File: config.mk
export PLATFORM = sky130hd
export DESIGN_NAME = array_list_engine
export DESIGN_NICKNAME = d
export VERILOG_FILES = /design/src/rtl/ale_pkg.sv /design/src/rtl/array_list_engine.sv /design/src/rtl/ale_store.sv /design/src/rtl/ale_outq.sv /design/src/rtl/ale_ctrl.sv
export SDC_FILE = /design/constraint.sdc
export NUM_CORES = 2
export LEC_CHECK = 0
export BUFFER_PORTS_ARGS = -buffer_cell sky130_fd_sc_hd__buf_2
export CORE_UTILIZATION = 40
export DETAILED_ROUTE_END_ITERATION = 7
export SKIP_LAST_GASP = 1
export SYNTH_ARGS = -nofsm -noshare
export SYNTH_HDL_FRONTEND = slang
export SYNTH_SLANG_ARGS = --single-unit
File: constraint.sdc
create_clock -name clk_i -period 6.7 [get_ports clk_i]
set_clock_uncertainty 0.05 [all_clocks]
set_input_delay 1.34 -clock clk_i [delete_from_list [all_inputs] [get_ports clk_i]]
set_output_delay 1.34 -clock clk_i [all_outputs]
set_load 0.01 [all_outputs]
File: src/rtl/ale_pkg.sv
// ----------------------------------------------------------------------------
// ale_pkg
// Shared types and constants of the array list engine.
// ----------------------------------------------------------------------------
package ale_pkg;

  localparam int unsigned ValueW  = 32;
  localparam int unsigned CountW  = 7;
  localparam int unsigned CmdW    = 3;
  localparam int unsigned OutQOccW = 2;
  localparam logic [OutQOccW-1:0] OutQFull = 2'd2;

  typedef enum logic [CmdW-1:0] {
    CMD_INSERT  = 3'd0,
    CMD_REMOVE  = 3'd1,
    CMD_SEARCH  = 3'd2,
    CMD_REVERSE = 3'd3,
    CMD_DUMP    = 3'd4
  } cmd_e;

  typedef enum logic [2:0] {
    S_IDLE,
    S_SCAN,
    S_REV,
    S_DUMP,
    S_RESULT
  } state_e;

  typedef struct packed {
    logic [CmdW-1:0]          command;
    logic signed [ValueW-1:0] operand_value;
  } in_item_t;

  typedef struct packed {
    logic signed [ValueW-1:0] entry_value;
    logic                     found;
    logic [CountW-1:0]        entry_count;
    logic                     last_of_run;
    logic                     insert_rejected;
    logic                     list_empty;
  } out_item_t;

  // Port enables of the entry store.
  typedef struct packed {
    logic rd_en;
    logic wr_en;
  } mem_ctl_t;

  // Fill level of the result queue and whether a beat leaves this cycle.
  typedef struct packed {
    logic [OutQOccW-1:0] occ;
    logic                pop;
  } outq_stat_t;

endpackage

File: src/rtl/array_list_engine.sv
// ----------------------------------------------------------------------------
// array_list_engine
// Ordered list of signed 32-bit values held in a single-port-pair memory.
// ----------------------------------------------------------------------------
// Commands arrive as beats on the input channel (valid/stall) and results
// leave as beats on the output channel. Insert appends, remove deletes the
// first equal entry and closes the gap, search reports presence, reverse
// flips the order and dump returns every entry in order, last one marked.
// Every result carries the entry count after the command.
// One command is worked on at a time; the input stalls until the command's
// last result has been placed in the two-beat result queue.
// Work per command, set by the one read and one write port:
//   insert and unused codes: no store read; the result is queued from S_RESULT.
//   search and remove: one memory read per entry.
//   reverse: two reads per swapped pair.
//   dump: one read and one beat per cycle while the result queue has room.
// When the receiver stalls, the queue fills and the dump walk pauses.
// Reset empties the list; the store itself is not cleared and no entry
// beyond the count is ever read.
// ----------------------------------------------------------------------------
module array_list_engine
  import ale_pkg::*;
#(
  parameter int unsigned LIST_DEPTH = 64
) (
  input  logic      clk_i,
  input  logic      rst_ni,
  input  logic      in_valid_i,
  output logic      in_stall_o,
  input  in_item_t  in_data_i,
  output logic      out_valid_o,
  input  logic      out_stall_i,
  output out_item_t out_data_o
);

  localparam int unsigned AddrW = $clog2(LIST_DEPTH);
  localparam int unsigned CntW  = $clog2(LIST_DEPTH + 1);

  mem_ctl_t                 mem_ctl;
  logic [AddrW-1:0]         rd_addr;
  logic [AddrW-1:0]         wr_addr;
  logic signed [ValueW-1:0] wr_data;
  logic signed [ValueW-1:0] rd_data;
  outq_stat_t               outq_stat;
  logic                     push;
  out_item_t                push_data;

  ale_ctrl #(
    .Depth(LIST_DEPTH),
    .AddrW(AddrW),
    .CntW (CntW)
  ) u_ctrl (
    .clk_i      (clk_i),
    .rst_ni     (rst_ni),
    .in_valid_i (in_valid_i),
    .in_stall_o (in_stall_o),
    .in_data_i  (in_data_i),
    .mem_ctl_o  (mem_ctl),
    .rd_addr_o  (rd_addr),
    .wr_addr_o  (wr_addr),
    .wr_data_o  (wr_data),
    .rd_data_i  (rd_data),
    .outq_i     (outq_stat),
    .push_o     (push),
    .push_data_o(push_data)
  );

  ale_store #(
    .Depth(LIST_DEPTH),
    .AddrW(AddrW)
  ) u_store (
    .clk_i    (clk_i),
    .ctl_i    (mem_ctl),
    .rd_addr_i(rd_addr),
    .wr_addr_i(wr_addr),
    .wr_data_i(wr_data),
    .rd_data_o(rd_data)
  );

  ale_outq u_outq (
    .clk_i      (clk_i),
    .rst_ni     (rst_ni),
    .push_i     (push),
    .push_data_i(push_data),
    .out_valid_o(out_valid_o),
    .out_stall_i(out_stall_i),
    .out_data_o (out_data_o),
    .stat_o     (outq_stat)
  );

endmodule

File: src/rtl/ale_store.sv
// ----------------------------------------------------------------------------
// ale_store
// Entry store: one write port and one read port with registered read data.
// ----------------------------------------------------------------------------
module ale_store
  import ale_pkg::*;
#(
  parameter int unsigned Depth = 64,
  parameter int unsigned AddrW = 6
) (
  input  logic                     clk_i,
  input  mem_ctl_t                 ctl_i,
  input  logic [AddrW-1:0]         rd_addr_i,
  input  logic [AddrW-1:0]         wr_addr_i,
  input  logic signed [ValueW-1:0] wr_data_i,
  output logic signed [ValueW-1:0] rd_data_o
);

  logic signed [ValueW-1:0] mem [Depth];
  logic signed [ValueW-1:0] rd_data_q;

  always_ff @(posedge clk_i) begin
    if (ctl_i.wr_en) begin
      mem[wr_addr_i] <= wr_data_i;
    end
    if (ctl_i.rd_en) begin
      rd_data_q <= mem[rd_addr_i];
    end
  end

  assign rd_data_o = rd_data_q;

endmodule

File: src/rtl/ale_outq.sv
// ----------------------------------------------------------------------------
// ale_outq
// Two-slot result queue that decouples the sequencer from the receiver.
// ----------------------------------------------------------------------------
module ale_outq
  import ale_pkg::*;
(
  input  logic       clk_i,
  input  logic       rst_ni,
  input  logic       push_i,
  input  out_item_t  push_data_i,
  output logic       out_valid_o,
  input  logic       out_stall_i,
  output out_item_t  out_data_o,
  output outq_stat_t stat_o
);

  out_item_t           slot_q [2];
  logic                wr_q, wr_d;
  logic                rd_q, rd_d;
  logic [OutQOccW-1:0] occ_q, occ_d;
  logic                pop;

  assign out_valid_o = (occ_q != '0);
  assign out_data_o  = slot_q[rd_q];
  assign pop         = out_valid_o && !out_stall_i;

  always_comb begin
    wr_d  = push_i ? !wr_q : wr_q;
    rd_d  = pop ? !rd_q : rd_q;
    occ_d = occ_q + OutQOccW'(push_i) - OutQOccW'(pop);
  end

  always_ff @(posedge clk_i or negedge rst_ni) begin
    if (!rst_ni) begin
      wr_q  <= 1'b0;
      rd_q  <= 1'b0;
      occ_q <= '0;
    end else begin
      wr_q  <= wr_d;
      rd_q  <= rd_d;
      occ_q <= occ_d;
    end
  end

  always_ff @(posedge clk_i) begin
    if (push_i) begin
      slot_q[wr_q] <= push_data_i;
    end
  end

  assign stat_o.occ = occ_q;
  assign stat_o.pop = pop;

endmodule

File: src/rtl/ale_ctrl.sv
// ----------------------------------------------------------------------------
// ale_ctrl
// Command sequencer: walks the store one read per cycle (a dump waits for room
// in the result queue) and writes entries back for remove and reverse.
// ----------------------------------------------------------------------------
module ale_ctrl
  import ale_pkg::*;
#(
  parameter int unsigned Depth = 64,
  parameter int unsigned AddrW = 6,
  parameter int unsigned CntW  = 7
) (
  input  logic                     clk_i,
  input  logic                     rst_ni,
  input  logic                     in_valid_i,
  output logic                     in_stall_o,
  input  in_item_t                 in_data_i,
  output mem_ctl_t                 mem_ctl_o,
  output logic [AddrW-1:0]         rd_addr_o,
  output logic [AddrW-1:0]         wr_addr_o,
  output logic signed [ValueW-1:0] wr_data_o,
  input  logic signed [ValueW-1:0] rd_data_i,
  input  outq_stat_t               outq_i,
  output logic                     push_o,
  output out_item_t                push_data_o
);

  localparam logic [CntW-1:0] DepthCnt = CntW'(Depth);
  localparam logic [CntW-1:0] OneCnt   = CntW'(1);

  state_e                   state_q, state_d;
  cmd_e                     cmd_q, cmd_d;
  logic signed [ValueW-1:0] val_q, val_d;
  logic [CntW-1:0]          cnt_q, cnt_d;
  logic [CntW-1:0]          ptr_q, ptr_d;
  logic                     ph_q, ph_d;
  logic                     match_q, match_d;
  logic                     rej_q, rej_d;
  logic                     empty_q, empty_d;
  logic                     rd_vld_q, rd_vld_d;
  logic [AddrW-1:0]         rd_idx_q, rd_idx_d;
  logic                     rd_sec_q, rd_sec_d;
  logic [AddrW-1:0]         h_addr_q, h_addr_d;
  logic signed [ValueW-1:0] h_data_q, h_data_d;
  logic                     pend_vld_q, pend_vld_d;
  logic [AddrW-1:0]         pend_addr_q, pend_addr_d;
  logic signed [ValueW-1:0] pend_data_q, pend_data_d;

  logic            accept;
  cmd_e            in_cmd;
  logic            issue_more;
  logic [CntW-1:0] half;
  logic [CntW-1:0] mirror;
  logic            last_arr;
  logic            hit;
  logic            space_ok;
  logic            res_ok;
  logic            rev_done;

  assign in_stall_o = (state_q != S_IDLE);
  assign accept     = in_valid_i && (state_q == S_IDLE);
  assign in_cmd     = cmd_e'(in_data_i.command);
  assign issue_more = (ptr_q < cnt_q);
  assign half       = cnt_q >> 1;
  assign mirror     = cnt_q - OneCnt - ptr_q;
  assign last_arr   = rd_vld_q && (CntW'(rd_idx_q) == (cnt_q - OneCnt));
  assign hit        = (rd_data_i == val_q);
  // Keep at most two beats queued or in flight, counting the one leaving now.
  assign space_ok   = ({1'b0, outq_i.occ} + 3'(rd_vld_q)) < (3'd2 + 3'(outq_i.pop));
  assign res_ok     = (outq_i.occ != OutQFull);
  assign rev_done   = (ptr_q == half) && !rd_vld_q && !pend_vld_q;

  // Next state.
  always_comb begin
    state_d = state_q;
    unique case (state_q)
      S_IDLE: begin
        if (accept) begin
          unique case (in_cmd) inside
            CMD_REMOVE, CMD_SEARCH: state_d = (cnt_q == '0) ? S_RESULT : S_SCAN;
            CMD_REVERSE:            state_d = (cnt_q < CntW'(2)) ? S_RESULT : S_REV;
            CMD_DUMP:               state_d = (cnt_q == '0) ? S_RESULT : S_DUMP;
            default:                state_d = S_RESULT;
          endcase
        end
      end
      S_SCAN:   if (last_arr) state_d = S_RESULT;
      S_REV:    if (rev_done) state_d = S_RESULT;
      S_DUMP:   if (last_arr) state_d = S_IDLE;
      S_RESULT: if (res_ok) state_d = S_IDLE;
      default:  state_d = S_IDLE;
    endcase
  end

  // Datapath and store accesses.
  always_comb begin
    cmd_d       = cmd_q;
    val_d       = val_q;
    cnt_d       = cnt_q;
    ptr_d       = ptr_q;
    ph_d        = ph_q;
    match_d     = match_q;
    rej_d       = rej_q;
    empty_d     = empty_q;
    rd_vld_d    = 1'b0;
    rd_idx_d    = rd_idx_q;
    rd_sec_d    = rd_sec_q;
    h_addr_d    = h_addr_q;
    h_data_d    = h_data_q;
    pend_vld_d  = pend_vld_q;
    pend_addr_d = pend_addr_q;
    pend_data_d = pend_data_q;
    mem_ctl_o   = '0;
    rd_addr_o   = ptr_q[AddrW-1:0];
    wr_addr_o   = cnt_q[AddrW-1:0];
    wr_data_o   = in_data_i.operand_value;
    push_o      = 1'b0;
    push_data_o = '0;

    unique case (state_q)
      S_IDLE: begin
        if (accept) begin
          cmd_d   = in_cmd;
          val_d   = in_data_i.operand_value;
          ptr_d   = '0;
          ph_d    = 1'b0;
          match_d = 1'b0;
          rej_d   = 1'b0;
          empty_d = (in_cmd == CMD_DUMP) && (cnt_q == '0);
          if (in_cmd == CMD_INSERT) begin
            if (cnt_q < DepthCnt) begin
              mem_ctl_o.wr_en = 1'b1;
              cnt_d           = cnt_q + OneCnt;
            end else begin
              rej_d = 1'b1;
            end
          end
        end
      end

      S_SCAN: begin
        if (issue_more) begin
          mem_ctl_o.rd_en = 1'b1;
          rd_vld_d        = 1'b1;
          rd_idx_d        = ptr_q[AddrW-1:0];
          ptr_d           = ptr_q + OneCnt;
        end
        if (rd_vld_q) begin
          // For remove, every entry past the first match moves down one place.
          if (match_q && (cmd_q == CMD_REMOVE)) begin
            mem_ctl_o.wr_en = 1'b1;
            wr_addr_o       = rd_idx_q - AddrW'(1);
            wr_data_o       = rd_data_i;
          end
          if (hit) begin
            match_d = 1'b1;
          end
          if (last_arr && (match_q || hit) && (cmd_q == CMD_REMOVE)) begin
            cnt_d = cnt_q - OneCnt;
          end
        end
      end

      S_REV: begin
        if (ptr_q < half) begin
          mem_ctl_o.rd_en = 1'b1;
          rd_vld_d        = 1'b1;
          rd_sec_d        = ph_q;
          rd_addr_o       = ph_q ? mirror[AddrW-1:0] : ptr_q[AddrW-1:0];
          rd_idx_d        = rd_addr_o;
          ph_d            = !ph_q;
          if (ph_q) begin
            ptr_d = ptr_q + OneCnt;
          end
        end
        if (rd_vld_q && !rd_sec_q) begin
          h_addr_d = rd_idx_q;
          h_data_d = rd_data_i;
        end
        // The lower entry of a pair is written when the upper one arrives,
        // the upper entry in the following cycle.
        if (rd_vld_q && rd_sec_q) begin
          mem_ctl_o.wr_en = 1'b1;
          wr_addr_o       = h_addr_q;
          wr_data_o       = rd_data_i;
          pend_vld_d      = 1'b1;
          pend_addr_d     = rd_idx_q;
          pend_data_d     = h_data_q;
        end else if (pend_vld_q) begin
          mem_ctl_o.wr_en = 1'b1;
          wr_addr_o       = pend_addr_q;
          wr_data_o       = pend_data_q;
          pend_vld_d      = 1'b0;
        end
      end

      S_DUMP: begin
        if (issue_more && space_ok) begin
          mem_ctl_o.rd_en = 1'b1;
          rd_vld_d        = 1'b1;
          rd_idx_d        = ptr_q[AddrW-1:0];
          ptr_d           = ptr_q + OneCnt;
        end
        if (rd_vld_q) begin
          push_o                  = 1'b1;
          push_data_o.entry_value = rd_data_i;
          push_data_o.entry_count = CountW'(cnt_q);
          push_data_o.last_of_run = last_arr;
        end
      end

      S_RESULT: begin
        if (res_ok) begin
          push_o                      = 1'b1;
          push_data_o.found           = match_q;
          push_data_o.entry_count     = CountW'(cnt_q);
          push_data_o.last_of_run     = 1'b1;
          push_data_o.insert_rejected = rej_q;
          push_data_o.list_empty      = empty_q;
        end
      end

      default: ;
    endcase
  end

  always_ff @(posedge clk_i or negedge rst_ni) begin
    if (!rst_ni) begin
      state_q    <= S_IDLE;
      cnt_q      <= '0;
      ptr_q      <= '0;
      ph_q       <= 1'b0;
      match_q    <= 1'b0;
      rej_q      <= 1'b0;
      empty_q    <= 1'b0;
      rd_vld_q   <= 1'b0;
      pend_vld_q <= 1'b0;
      cmd_q      <= CMD_INSERT;
    end else begin
      state_q    <= state_d;
      cnt_q      <= cnt_d;
      ptr_q      <= ptr_d;
      ph_q       <= ph_d;
      match_q    <= match_d;
      rej_q      <= rej_d;
      empty_q    <= empty_d;
      rd_vld_q   <= rd_vld_d;
      pend_vld_q <= pend_vld_d;
      cmd_q      <= cmd_d;
    end
  end

  always_ff @(posedge clk_i) begin
    val_q       <= val_d;
    rd_idx_q    <= rd_idx_d;
    rd_sec_q    <= rd_sec_d;
    h_addr_q    <= h_addr_d;
    h_data_q    <= h_data_d;
    pend_addr_q <= pend_addr_d;
    pend_data_q <= pend_data_d;
  end

endmodule

==> flow_summary.yaml <==
cts:
  cts_max_level: 4
  cts_buffers: 223
  clkTransAtPathRegs_ps: 60
  cts_setup_buffers: 0
  cts_resized: 0
  cts_tree: "built"
  clock_latency_ps: 890
  clock-sinks: 2311
  clock_path_buffers: 3
  cts_hold_buf: 0
  cts-root-buf: "clkbuf_16"
detailed_routing:
  vias_per_cell: 5.82
  ant_nets: 0
  drc_errors: 7
  wl_um: 267000
  vias: 56302
  drt_iter0_drc: 7791
  firstDrtPassIters: 8
  wl_per_cell_um: 27.6
floorplan:
  die-height_um: 481
  start_util: 0.403
  core_mm2: 0.228
  fp-row-count: 175
  dieWidth_um: 481
  io_pins: 84
  die_area_mm2: 0.231
setup_path:
  critical_path_class: "reg2reg"
  reg2reg_from: "u_ctrl.cnt_q[1]"
  crit_path_end_kind: "register"
  cp_max_fo: 25
  arrival_ps: 6090
  crit_required_ps: 7410
  startpoint: "u_ctrl.cnt_q[1]"
  critPathLaunchType: "register"
synth:
  syn_inst: 6348
  async_flop_share: 0.0130
  ys_seq_area_frac: 0.755
  syn_area_per_cell_um2: 14.4
  synth_area_mm2: 0.0917
  ys_types: 83
  synthesis.nets: 6415
  ys_seq_elements: 2311
  yosysWarnings: 0
  synth_edf_count: 2281
  yosys_most_used_dff: "edfxtp_1"
global_route:
  antenna_found_initial: 13
  grt.total_usage: 0.227
  grt_pass1_vias: 53776
  grt-ovfl-total: 0
  grt_pass1_wl_um: 385000
  grt_start_max_net_pins: 154
place:
  dp_slack_ps: 1360
  detailed_place_hpwl_um: 157000
  place.gp.congestion: 0.902
  port_buffers: 83
cells_and_area:
  seq_area_mm2: 0.0692
  multiInputGateArea_mm2: 0.0209
  area_delta_synth_final_pct: 13.0
  finalNetCount: 6548
  fillers: 19738
  drive_gt1_frac: 0.128
pwr:
  power_mw: 41.9
  power.density_mw_per_mm2: 404
  power_switching_mw: 14.7
  power.leakage_nw: 34.2
  p_int_mw: 27.2
  pwr-share-seq: 0.417
  sw_frac_of_total: 0.351
  vdd_drop_max_mv: 0.282
  clock_power_share: 0.289
  combPwrFrac: 0.294
hold_path:
  min_path_type: "reg2reg"
  holdCritStartpoint: "u_ctrl.h_data_q[30]"
sta:
  tns_ps: 0
  rsz0062_at_grt: "false"
  hold_viol: 0
  tightest_slew_ps: 1330
  fin_crit_ps: 5380
  fin_crit_sh: 0.803
  fmax_ghz: 0.186
  fin_ws_ps: 1320
  maxSlewHeadroom: 0.114
  slew_viol_final: 0
  setup_viol: 0
outcome:
  status: "finished, violations left"
  violations: "DRC"
run:
  drv_cap: 0
critical path, stage by stage (launching register included):
cell and delay [ps]:
dfrtp_1 550, inv_1 230, ha_1 280, xor2_1 290, ha_1 340, xor2_1 200, nor3_1 120, a21oi_4 990
buf_4 350, nand2_1 140, buf_4 340, a311oi_1 270, a31oi_1 70, a31oi_1 770, or4_1 240
kinds of logic after synthesis:
| family | after synthesis | synth area share |
|---|---|---|
| buffers and inverters | 456 | 0.0239 |
| muxes | 171 | 0.0311 |
| xor gates and xnor gates | 61 | 0.00611 |
| adders and majority gates | 28 | 0.00390 |
| AOI/OAI and AO/OA | 701 | 0.0545 |
| DFF | 2311 | 0.755 |
| and+or+nand+nor | 2620 | 0.126 |
cell type report:
type | instances | area share
clock buffers | 282 | 0.0566
diodes | 5 | 0.000121
well taps | 3009 | 0.0363
clock inverters | 126 | 0.0108
multi-input cells | 3581 | 0.202
flip-flops and latches | 2311 | 0.668
inverters | 60 | 0.00217
repair buffers | 304 | 0.0239
state kept, by name (all words and copies together), names as in the netlist, 2 cells and up:
name	cells
u_store.mem	2048
u_outq.slot_q	86
u_ctrl.h_data_q	32
u_ctrl.pend_data_q	32
u_ctrl.val_q	32
u_store.rd_data_o	32
u_ctrl.cnt_q	7
u_ctrl.ptr_q	7
u_ctrl.h_addr_q	6
u_ctrl.pend_addr_q	6
u_ctrl.rd_idx_q	6
u_ctrl.cmd_q	3
u_ctrl.state_q	3
u_outq.occ_q	2
stage by stage:
step	instance area [um^2]	cells	hold slack (ps)	utilization
final	104000	9678	366	0.455
after global routing	104000	9674	367	0.455
after CTS	104000	9673	368	0.455
after detailed placement	96700	9265	355	0.424
after global placement	96700	9265	350	0.424
after floorplan	91700	6348	350	-
cell usage in the layout (no fill, tap or decap), types with 53 or more instances in the layout:
cell type / netlist / final
clkbuf_1: 123 / 55
a21oi_1: 80 / 79
and3_1: 103 / 103
nor2_4: 0 / 72
buf_2: 197 / 83
mux4_2: 86 / 86
clkinv_1: 0 / 78
nor2_1: 132 / 61
edfxtp_1: 2281 / 2281
clkbuf_16: 0 / 225
nand4_1: 64 / 64
o21ai_0: 53 / 53
buf_4: 32 / 189
a211oi_1: 87 / 87
a31oi_1: 171 / 171
nand3_1: 670 / 670
nand2_1: 1503 / 1502
synthesized netlist by cell type (all sizes together) (64+ instances only):
| cell type | count | area share |
|---|---|---|
| mux4 | 86 | 0.021 |
| nand2 | 1504 | 0.062 |
| clkbuf | 123 | 0.0050 |
| nand4 | 64 | 0.0044 |
| edfxtp | 2281 | 0.75 |
| a31oi | 171 | 0.012 |
| a211oi | 88 | 0.0073 |
| buf | 273 | 0.016 |
| a21oi | 81 | 0.0045 |
| nand3 | 671 | 0.037 |
| nor2 | 136 | 0.0057 |
| and3 | 103 | 0.0070 |
worst paths after layout:
check                      cells past startpoint                      to  slack (ps)
setup / recovery                              14   u_store.rd_data_o[14]        1320
hold / removal                                 0  u_ctrl.pend_data_q[30]         370
setup reg to reg                              14   u_store.rd_data_o[14]        1320
hold reg to reg                                0  u_ctrl.pend_data_q[30]         370
max in group asynchronous                      1             u_outq.rd_q        5550
min in group asynchronous                      1         u_ctrl.cmd_q[0]         500
routing by layer:
metal | track usage | share of wire | up-vias
li1 | - | - | 24313
met1 | 0.319 | 0.41 | 28545
met2 | 0.358 | 0.47 | 2982
met3 | 0.0424 | 0.096 | 458
met4 | 0.0714 | 0.030 | 4
met5 | 0 | 0.000094 | -
power groups by stage:
stage | Combinational (mW) | Sequential (mW) | Clock [mW]
after floorplan | 8.02 | 17.3 | 0
after global placement | 12.1 | 17.8 | 0
after detailed placement | 12.2 | 17.8 | 0
after CTS | 12.2 | 17.5 | 12.2
after global routing | 13.2 | 17.5 | 12.8
final | 12.3 | 17.5 | 12.1
Note: power is estimated with default switching activity, not from simulation.
